**src/rtl/assert_macros.svh**
```systemverilog
// Assertion macros shared by the list block.
// Depends on clk and rst being visible where a macro is used.
`ifndef ASSERT_MACROS_SVH
`define ASSERT_MACROS_SVH

// condition and consequence checked on the same clock edge
`define CHK_SAME(label, ante, cons) \
  label: assert property (@(posedge clk) disable iff (rst) (ante) |-> (cons)) \
    else $error("list check failed");

// consequence checked on the following clock edge
`define CHK_NEXT(label, ante, cons) \
  label: assert property (@(posedge clk) disable iff (rst) (ante) |=> (cons)) \
    else $error("list check failed");

`endif

```
**src/rtl/tknl_pkg.sv**
```systemverilog
// Package for the top-k neighbor list: field widths, codes and the
// command/status structs between controller and datapath. No dependencies.
package tknl_pkg;

  localparam int CAPACITY_DEF = 32;
  localparam int MAX_RESULTS  = 32;

  localparam int MODE_W     = 2;
  localparam int ID_W       = 32;
  localparam int DIST_W     = 32;
  localparam int STATUS_W   = 3;
  localparam int SLOT_W     = 5;
  localparam int FILLED_W   = 6;
  localparam int CAP_W      = 6;
  localparam int CFG_IDX_W  = 2;
  localparam int CFG_DATA_W = 32;

  localparam logic [CAP_W-1:0]  CAPACITY_RST     = CAP_W'(32);
  localparam logic [DIST_W-1:0] START_RADIUS_RST = '1;

  typedef enum logic [MODE_W-1:0] {
    MODE_INSERT = 2'd0,
    MODE_CLEAR  = 2'd1,
    MODE_DUMP   = 2'd2,
    MODE_UNUSED = 2'd3
  } mode_t;

  typedef enum logic [STATUS_W-1:0] {
    ST_INSERTED  = 3'd0,
    ST_BEYOND    = 3'd1,
    ST_DUPLICATE = 3'd2,
    ST_CLEARED   = 3'd3,
    ST_ENTRY     = 3'd4,
    ST_EMPTY     = 3'd5
  } status_t;

  typedef enum logic [CFG_IDX_W-1:0] {
    REG_CAPACITY     = 2'd0,
    REG_START_RADIUS = 2'd1
  } cfg_reg_t;

  // controller -> datapath
  typedef struct packed {
    logic take;       // input channel ready
    logic eval;       // register compare results of all cells
    logic apply;      // shift/insert and set result code
    logic tail;       // reload bound from the last kept cell
    logic clear;      // empty the list
    logic load_res;   // load output register with the pending result
    logic dump_emit;  // load output register with one dump entry
  } dp_cmd_t;

  // datapath -> controller
  typedef struct packed {
    logic  in_valid;
    mode_t in_mode;
    logic  need_tail;
    logic  out_free;
    logic  dump_last;
  } dp_stat_t;

endpackage

```
**src/rtl/tknl_ctrl.sv**
```systemverilog
// Controller of the top-k neighbor list: sequences insert, clear and dump
// requests. Depends on tknl_pkg (command and status structs).
module tknl_ctrl import tknl_pkg::*; (
  input  logic     clk,
  input  logic     rst,
  input  dp_stat_t stat,
  output dp_cmd_t  cmd
);

  typedef enum logic [6:0] {
    S_IDLE  = 7'b0000001,
    S_EVAL  = 7'b0000010,
    S_APPLY = 7'b0000100,
    S_TAIL  = 7'b0001000,
    S_CLEAR = 7'b0010000,
    S_EMIT  = 7'b0100000,
    S_DUMP  = 7'b1000000
  } state_t;

  state_t state, state_next;

  // state register
  always_ff @(posedge clk) begin
    if (rst) begin
      state <= S_IDLE;
    end else begin
      state <= state_next;
    end
  end

  // next state and commands
  always_comb begin
    state_next = state;
    cmd        = '0;
    case (state)
      S_IDLE: begin
        cmd.take = 1'b1;
        if (stat.in_valid) begin
          case (stat.in_mode)
            MODE_INSERT: state_next = S_EVAL;
            MODE_CLEAR:  state_next = S_CLEAR;
            MODE_DUMP:   state_next = S_DUMP;
            default:     state_next = S_IDLE;  // unused code: dropped
          endcase
        end
      end
      S_EVAL: begin
        cmd.eval   = 1'b1;
        state_next = S_APPLY;
      end
      S_APPLY: begin
        cmd.apply  = 1'b1;
        state_next = stat.need_tail ? S_TAIL : S_EMIT;
      end
      S_TAIL: begin
        cmd.tail   = 1'b1;
        state_next = S_EMIT;
      end
      S_CLEAR: begin
        cmd.clear  = 1'b1;
        state_next = S_EMIT;
      end
      S_EMIT: begin
        if (stat.out_free) begin
          cmd.load_res = 1'b1;
          state_next   = S_IDLE;
        end
      end
      S_DUMP: begin
        if (stat.out_free) begin
          cmd.dump_emit = 1'b1;
          if (stat.dump_last) begin
            state_next = S_IDLE;
          end
        end
      end
      default: begin
        state_next = S_IDLE;
      end
    endcase
  end

endmodule

```
**config.mk**
```make
export PLATFORM = sky130hd
export DESIGN_NAME = tknl_ctrl
export DESIGN_NICKNAME = d
export VERILOG_FILES = /design/src/rtl/assert_macros.svh /design/src/rtl/tknl_pkg.sv /design/src/rtl/tknl_ctrl.sv
export SDC_FILE = /design/constraint.sdc
export NUM_CORES = 1
export LEC_CHECK = 0
export BUFFER_PORTS_ARGS = -buffer_cell sky130_fd_sc_hd__buf_2
export CAP_MARGIN = 25
export CORE_AREA = 2 2 39 41
export CTS_BUF_LIST = sky130_fd_sc_hd__clkbuf_4
export DETAILED_ROUTE_END_ITERATION = 8
export DIE_AREA = 0 0 41 43
export GPL_TIMING_DRIVEN = 0
export REMOVE_ABC_BUFFERS = 1
export SETUP_SLACK_MARGIN = 0.4
export SLEW_MARGIN = 20
export SYNTH_ARGS = -nofsm -noshare
export SYNTH_HDL_FRONTEND = slang
export SYNTH_SLANG_ARGS = --single-unit
```
**constraint.sdc**
```tcl
create_clock -name clk -period 1.7 [get_ports clk]
set_clock_uncertainty 0.1 [all_clocks]
set_input_delay 0.34 -clock clk [delete_from_list [all_inputs] [get_ports clk]]
set_output_delay 0.34 -clock clk [all_outputs]
set_load 0.05 [all_outputs]
```
==> summary.txt, run 1 <==
Final core occ: 0.702
Vias per inst: 5.54
Avg WL per Cell: 15.3 µm
Total power: 0.00139 W
Max IR drop VDD: 881 µV
WS Path Type: reg2out
DRC viols: 0
Overall routed net length: 1.70 mm
CTS Hold Bufs: 0
Post-Syn Instances: 56
Cell Chain, Critical Path: or4_4 -> nor4b_2 -> buf_4
Sink Count: 7
Max FFs per register: 7
Synth Warn #: 0
Max cap viols: 0
Pre-CTS WS: -266 ps
H-tree level count: 1
Setup violators final: 12
RSZ-0062 raised after global routing: true
Initial DRC Count: 19
Startpoint Class: flip-flop
Avg Cell Area, Syn: 8.49 µm²
GRT overflow: 0
Placed insts: 85
Most frequent cells in the layout: buf_4 (15), buf_6 (10), buf_2 (7)
Ys async rst share: 0
Critical Path AT: 1640 ps
Reg2Reg Depth: 11
I/O pins: 15
Cell Area, Synth: 475 µm²
Top reg by flops: state
Post-synth EDFFs: 0
Status: complete, but fails checks
Clk Latency, worst-skew pair: 250 ps
Max Root-Sink Buffers: 2
Die Y: 43 µm
Row count: 14
Largest net degree at the start of global routing: 8
Critical path peak fanout: 3
Post-DP HPWL: 807 µm
Slowest-stage cell, CP: or4_4
Gpl congestion: 0.724
Core footprint: 0.00138 mm²
Top_reg_cell synth: dfxtp_1
Antenna diode count: 0
Root buf cell: clkbuf_4
Design area: 971 µm²
Worst Tran Pin Value: 314 ps
Pwr Density: 1430 mW/mm²
Hold/Removal Path Class: in2reg
Top flop regs: state x7
Final net count: 104
Hold Path End: state[1]$_SDFFE_PP0P_
Critical Path RT: 1260 ps
Fin. Hold Viols: 0
Number of routed nets with antenna violations: 0
Via count: 615
Min-delay src: stat[3]
Die Width: 41 µm
Leading cell type in the layout, fill and taps excluded: buf_4
TritonRoute pass-1 iters: 4
Failing checks: negative setup slack
Min cycle time layout: 2080 ps
Reg2reg start: state[0]$_SDFFE_PP1P_
Worst r2r dst: state[2]$_SDFFE_PP0P_
Max-Slew Margin vs Limit: 0.791
Vias in the first global route: 545
Num CTS Buffers: 3
Hold Path Stages: 2
Max incr delay on CP: 570 ps
Die area: 0.00176 mm²
Fin cells: 111
Seq/Total Area, Yosys: 0.295
Initial Util: 0.344
Dpl cell area: 561 µm²
First-pass GRT wire length: 2.54 mm
Critical Path End Type: output pin
Slack of the worst reg-to-reg path: -190 ps
Area grow syn2layout: 104%
GRT Resource Usage Total: 0.218
Initial antenna violation count: 0
Cell variety after synth: 30
Number of synthesized register bits: 7
Fin worst setup slack: -377 ps
Tcrit/Tclk final: 1.22
Fmax: 0.481 GHz
Port bufs: 14
Final Max Tran Viols: 0
Share of layout cells above drive strength 1: 0.737
Clock slew at reported path FFs: 50 ps
TritonCTS clock tree: yes
Lkg Pwr: 0.399 nW
## synth_stat cells, types with 2 or more instances
cell type | count | area [µm²]
dfxtp_1 | 7 | 140
nand2_1 | 6 | 22.5
nor2_1 | 5 | 18.8
nor3b_1 | 3 | 22.5
a21oi_1 | 2 | 10.0
a221oi_2 | 2 | 30.0
inv_1 | 2 | 7.51
nand3_1 | 2 | 10.0
nand4_1 | 2 | 12.5
nor2b_1 | 2 | 12.5
nor3_1 | 2 | 10.0
nor4_1 | 2 | 12.5
nor4b_1 | 2 | 17.5
## worst max-delay path by stage
| stage | from | endpoint | cells past startpoint |
|---|---|---|---|
| 2_1_floorplan | state[5]$_SDFFE_PP0P_ | cmd[2] | 2 |
| 3_3_place_gp | state[0]$_SDFFE_PP1P_ | cmd[2] | 3 |
| 3_5_place_dp | state[0]$_SDFFE_PP1P_ | cmd[2] | 3 |
| 4_1_cts | state[0]$_SDFFE_PP1P_ | cmd[2] | 3 |
| 5_1_grt | state[0]$_SDFFE_PP1P_ | cmd[3] | 3 |
| 6_report | state[0]$_SDFFE_PP1P_ | cmd[3] | 3 |
## through the flow
step	hold WS, ps	TNS (ps)
2_1_floorplan	306	-4540
3_3_place_gp	439	-1060
3_5_place_dp	441	-1110
4_1_cts	172	-2440
5_1_grt	183	-3090
6_report	177	-2460
## cell families (layout without fill, tap and decap cells)
kind of cell    Yosys count  after routing  share of synthesized area
compound gates            9              9                      0.176
xor+xnor                  2              2                     0.0368
buf+inv                   4             43                     0.0342
flops                     7              7                      0.295
simple gates             34             34                      0.458
## report_power, final
group	switching [W]	internal, W	leakage, nW
clock	0.0000615	0.000105	0.0184
sequential	0.0000308	0.000202	0.0601
combinational	0.000470	0.000519	0.321
## area by class of cell
type                            instances  area (µm²)
Clock buffer                            4        30.0
Fill cell                              95         413
Inverter                                3        15.0
Multi-Input combinational cell         45         425
Sequential cell                         7         155
Tap cell                               16        20.0
Timing Repair Buffer                   36         325
## critical path, delay by kind of cell, from the launching register on
family,cells,cell delay (ps)
and+or+nand+nor,2,810
DFF,1,340
buffers and inverters,1,240
## timing repair
action	in CTS	in global routing
pin swaps	12	6
resized for setup	39	19
setup endpoints to repair	14	14
setup buffers	20	2
cloned	0	0
## routing by layer
layer / vias to the layer above / GRT usage / share of wire
met5: - / 0 / 0
met4: 0 / 0.100 / 0.031
met3: 6 / 0.0576 / 0.051
met2: 24 / 0.341 / 0.51
met1: 294 / 0.264 / 0.41
li1: 291 / - / -
(Power assumes the default switching activity.)
==> inputs of run 2 (changes only) <==
--- a/config.mk
+++ b/config.mk
@@ -12,6 +12,7 @@
 export DETAILED_ROUTE_END_ITERATION = 8
 export DIE_AREA = 0 0 41 43
 export GPL_TIMING_DRIVEN = 0
+export PLACE_DENSITY = 0.71
 export REMOVE_ABC_BUFFERS = 1
 export SETUP_SLACK_MARGIN = 0.4
 export SLEW_MARGIN = 20
==> constraint.sdc (replaced) <==
create_clock -name clk -period 2.05 [get_ports clk]
set_clock_uncertainty 0.1 [all_clocks]
set_input_delay 0.205 -clock clk [delete_from_list [all_inputs] [get_ports clk]]
set_output_delay 0.205 -clock clk [all_outputs]
set_load 0.05 [all_outputs]
==> summary.txt, run 2 (synthesized netlist as in run 1, its figures left out) <==
WS Path Type: reg2out
Initial Util: 0.344
Core footprint: 0.00138 mm²
Port bufs: 14
Reg2reg start: state[2]$_SDFFE_PP0P_
Buf+Inv Stages, Crit Path: 1
Area grow syn2layout: 64.2%
Overall routed net length: 1.45 mm
Pwr Density: 1040 mW/mm²
Via count: 534
Tcrit/Tclk final: 0.944
Die Y: 43 µm
Vias per inst: 5.56
Num CTS Buffers: 3
Max-Slew Margin vs Limit: 0.723
Sink Count: 7
Initial DRC Count: 17
Multi-input logic area: 390 µm²
Worst r2r dst: state[0]$_SDFFE_PP1P_
Crit path launch: state[0]$_SDFFE_PP1P_
Critical Path RT: 1750 ps
Hold/Removal Path Class: in2reg
Initial antenna violation count: 0
Status: completed
H-tree level count: 1
Antenna diode count: 0
Die Width: 41 µm
Critical Path End Type: output pin
Root buf cell: clkbuf_4
Avg WL per Cell: 15.1 µm
CTS Hold Bufs: 0
Gpl congestion: 0.768
Setup violators final: 0
Max FFs per register: 7
Max incr delay on CP: 580 ps
TritonRoute pass-1 iters: 4
Critical path peak fanout: 3
GRT overflow: 0
Worst path depth: 3
Reg2Reg Depth: 6
Largest net degree at the start of global routing: 8
Clock slew at reported path FFs: 50 ps
Max cap viols: 0
GRT Resource Usage Total: 0.181
Fmax: 0.517 GHz
Row count: 14
Setup TNS: 0 ps
Max IR drop VDD: 466 µV
Final Max Tran Viols: 0
Filler cells: 134
Fin. Hold Viols: 0
Final hold slack: 33.1 ps
Critical Path Sink: cmd[3]
Cell Chain, Critical Path: or4_4 -> nor4b_4 -> buf_6
First-pass GRT wire length: 2.13 mm
Clk Latency, worst-skew pair: 260 ps
Slowest-stage cell, CP: or4_4
Die area: 0.00176 mm²
Min cycle time layout: 1940 ps
Most frequent cells in the layout: buf_2 (7), buf_4 (7), nand2_1 (5), buf_6 (5), clkbuf_4 (4)
TritonCTS clock tree: yes
I/O pins: 15
Slack of the worst reg-to-reg path: 400 ps
Register area: 155 µm²
Max Root-Sink Buffers: 2
RSZ-0062 raised after global routing: true
Number of routed nets with antenna violations: 0
Startpoint Class: flip-flop
Worst Tran Pin Value: 415 ps
Share of layout cells above drive strength 1: 0.600
Final net count: 89
Critical Path AT: 1630 ps
Post-DP HPWL: 834 µm
Lkg Pwr: 0.302 nW
Top reg by flops: state
Top delay family on crit path: simple AND/OR/NAND/NOR gates
Top flop regs: state x7
Vias in the first global route: 517
DRC viols: 0
[run 2: cell count changes in the layout (fill, tap and decap cells not counted), sizes merged]
cell,change
buf,-15
clkinv,+1
clkinvlp,-1
[run 2: area by class of cell]
cell class,instances,share of cell area
Multi-Input combinational cell,45,0.500
Timing Repair Buffer,21,0.223
Sequential cell,7,0.199
Clock buffer,4,0.0385
Tap cell,16,0.0256
Inverter,3,0.0144
[run 2: routing by layer]
layer | routed length [µm] | GRT usage | vias to the layer above
met1 | 530 | 0.186 | 251
met5 | 0 | 0 | -
met4 | 31 | 0.107 | 0
met2 | 832 | 0.297 | 14
li1 | - | - | 264
met3 | 52 | 0.0576 | 5
[run 2: repair_timing]
action                                  CTS  global route
buffers inserted                          6             1
hold endpoints to repair                  0             0
gates resized for setup                  23            18
pin swaps                                 4             6
endpoints found under the setup margin   11            13
[run 2: worst min path at each step]
stage          startpoint                    end  slack, ps  cells after the start
2_1_floorplan         rst  state[5]$_SDFFE_PP0P_        170                      1
3_3_place_gp      stat[3]  state[1]$_SDFFE_PP0P_        310                      2
3_5_place_dp      stat[3]  state[1]$_SDFFE_PP0P_        310                      2
4_1_cts           stat[3]  state[1]$_SDFFE_PP0P_         40                      2
5_1_grt           stat[3]  state[1]$_SDFFE_PP0P_         30                      2
6_report          stat[3]  state[1]$_SDFFE_PP0P_         30                      2
[run 2: where the power goes]
| group | switching, W | internal [W] | leakage (nW) |
|---|---|---|---|
| clock network | 0.0000558 | 0.0000878 | 0.0184 |
| logic | 0.000283 | 0.000190 | 0.223 |
| registers | 0.0000333 | 0.000166 | 0.0601 |
| total | 0.000372 | 0.000443 | 0.302 |
[run 2: stage by stage]
stage,utilization,power (W),instance area (µm²),setup slack [ps],instances
finish,0.564,0.000816,781,115,96
global route,0.564,0.000869,781,59.1,96
CTS,0.512,0.000759,708,142,95
detailed placement,0.405,0.000540,561,254,85
global placement,0.405,0.000530,561,263,85
floorplan,-,0.000467,470,-804,55
[run 2: worst reg2reg max path: cells and delay by family (launching register included)]
kind,cells,cell delay [ps]
compound gates,3,440
flops,1,380
simple gates,1,320
buf+inv,2,290
==> inputs of run 3 (changes only) <==
==> constraint.sdc (replaced) <==
create_clock -name clk -period 2.15 [get_ports clk]
set_clock_uncertainty 0.1 [all_clocks]
set_input_delay 0.3225 -clock clk [delete_from_list [all_inputs] [get_ports clk]]
set_output_delay 0.3225 -clock clk [all_outputs]
set_load 0.05 [all_outputs]
==> summary.txt, run 3 (synthesized netlist as in run 1, its figures left out) <==
Row count: 14
Vias in the first global route: 517
Area grow syn2layout: 61.8%
CTS Hold Bufs: 0
Die area: 0.00176 mm²
Sink Count: 7
Dpl cell area: 561 µm²
Worst Tran Pin Value: 305 ps
Pre-CTS WS: 237 ps
Status: completed
Clk Latency, worst-skew pair: 260 ps
Top reg by flops: state
Fmax: 0.486 GHz
Via count: 535
Share of layout cells above drive strength 1: 0.588
Max incr delay on CP: 580 ps
Antenna diode count: 0
DRC viols: 0
Overall routed net length: 1.46 mm
Design area: 769 µm²
Final hold slack: 153 ps
Reg2Reg Depth: 6
Post-DP HPWL: 834 µm
Total power: 0.000767 W
TritonCTS clock tree: yes
Hold Path Stages: 2
Vias per inst: 5.57
Lkg Pwr: 0.299 nW
Critical Path RT: 1730 ps
Setup violators final: 0
Most frequent cells in the layout: buf_2 (7), buf_4 (7), nand2_1 (5), buf_6 (5), clkbuf_4 (4)
Top flop regs: state x7
Final net count: 89
Fin worst setup slack: 93.2 ps
Max Root-Sink Buffers: 2
Setup TNS: 0 ps
Max IR drop VDD: 456 µV
Critical Path AT: 1630 ps
TritonRoute pass-1 iters: 2
Gpl congestion: 0.768
Core footprint: 0.00138 mm²
Root buf cell: clkbuf_4
Max-Slew Margin vs Limit: 0.796
RSZ-0062 raised after global routing: true
Fin. Hold Viols: 0
Critical path peak fanout: 3
Startpoint Class: flip-flop
Number of routed nets with antenna violations: 0
Largest net degree at the start of global routing: 8
Filler cells: 140
Initial Util: 0.344
Max cap viols: 0
Avg WL per Cell: 15.2 µm
Initial antenna violation count: 0
Final Max Tran Viols: 0
Slowest-stage cell, CP: or4_4
Die Y: 43 µm
GRT overflow: 0
Max FFs per register: 7
H-tree level count: 1
Tcrit/Tclk final: 0.957
Min cycle time layout: 2060 ps
Pwr Density: 997 mW/mm²
Cell Chain, Critical Path: or4_4 -> nor4b_4 -> buf_6
I/O pins: 15
Critical Path End Type: output pin
GRT Resource Usage Total: 0.181
First-pass GRT wire length: 2.13 mm
Port bufs: 14
Die Width: 41 µm
WS Path Type: reg2out
Initial DRC Count: 10
Num CTS Buffers: 3
Clock slew at reported path FFs: 50 ps
Hold/Removal Path Class: in2reg
==> run 3: metrics by stage <==
step,utilization,std cells
final,0.556,96
after detailed placement,0.405,85
after floorplan,-,55
after global placement,0.405,85
after global routing,0.556,96
after CTS,0.512,95
==> run 3: critical path: cells and delay by family, from the launching register on <==
kind,cells,cell delay (ps)
buffers and inverters,1,190
and+or+nand+nor,2,830
DFF,1,350
==> run 3: final cells by class <==
type                       count  area [µm²]  area share
clock buffer                   4        30.0      0.0390
multi-input combinational     45         379       0.493
timing repair buffer          21         174       0.226
inverter                       3        11.3      0.0146
sequential                     7         155       0.202
tap                           16        20.0      0.0260
==> run 3: path summary, 6_finish.rpt <==
path | slack [ps] | start | end
setup / recovery | 90 | state[0]$_SDFFE_PP1P_ | cmd[3]
hold / removal | 150 | stat[3] | state[1]$_SDFFE_PP0P_
setup reg to reg | 460 | state[2]$_SDFFE_PP0P_ | state[0]$_SDFFE_PP1P_
hold reg to reg | 450 | state[1]$_SDFFE_PP0P_ | state[2]$_SDFFE_PP0P_
==> run 3: timing repair <==
item / CTS / global route
pin swaps: 4 / 3
setup endpoints to repair: 7 / 8
cloned: 0 / 0
buffers inserted: 6 / 1
gates resized for setup: 23 / 16
==> run 3: routing by layer <==
layer / vias up / GRT usage / part of all wire
li1: 258 / - / -
met1: 254 / 0.186 / 0.37
met2: 16 / 0.297 / 0.55
met3: 7 / 0.0576 / 0.039
met4: 0 / 0.107 / 0.038
met5: - / 0 / 0
==> run 3: report_power, final <==
part | total, W | internal, W | switching, W
Clock | 0.000137 | 0.0000837 | 0.0000528
Combinational | 0.000440 | 0.000176 | 0.000264
Sequential | 0.000191 | 0.000158 | 0.0000327
Total | 0.000767 | 0.000418 | 0.000349
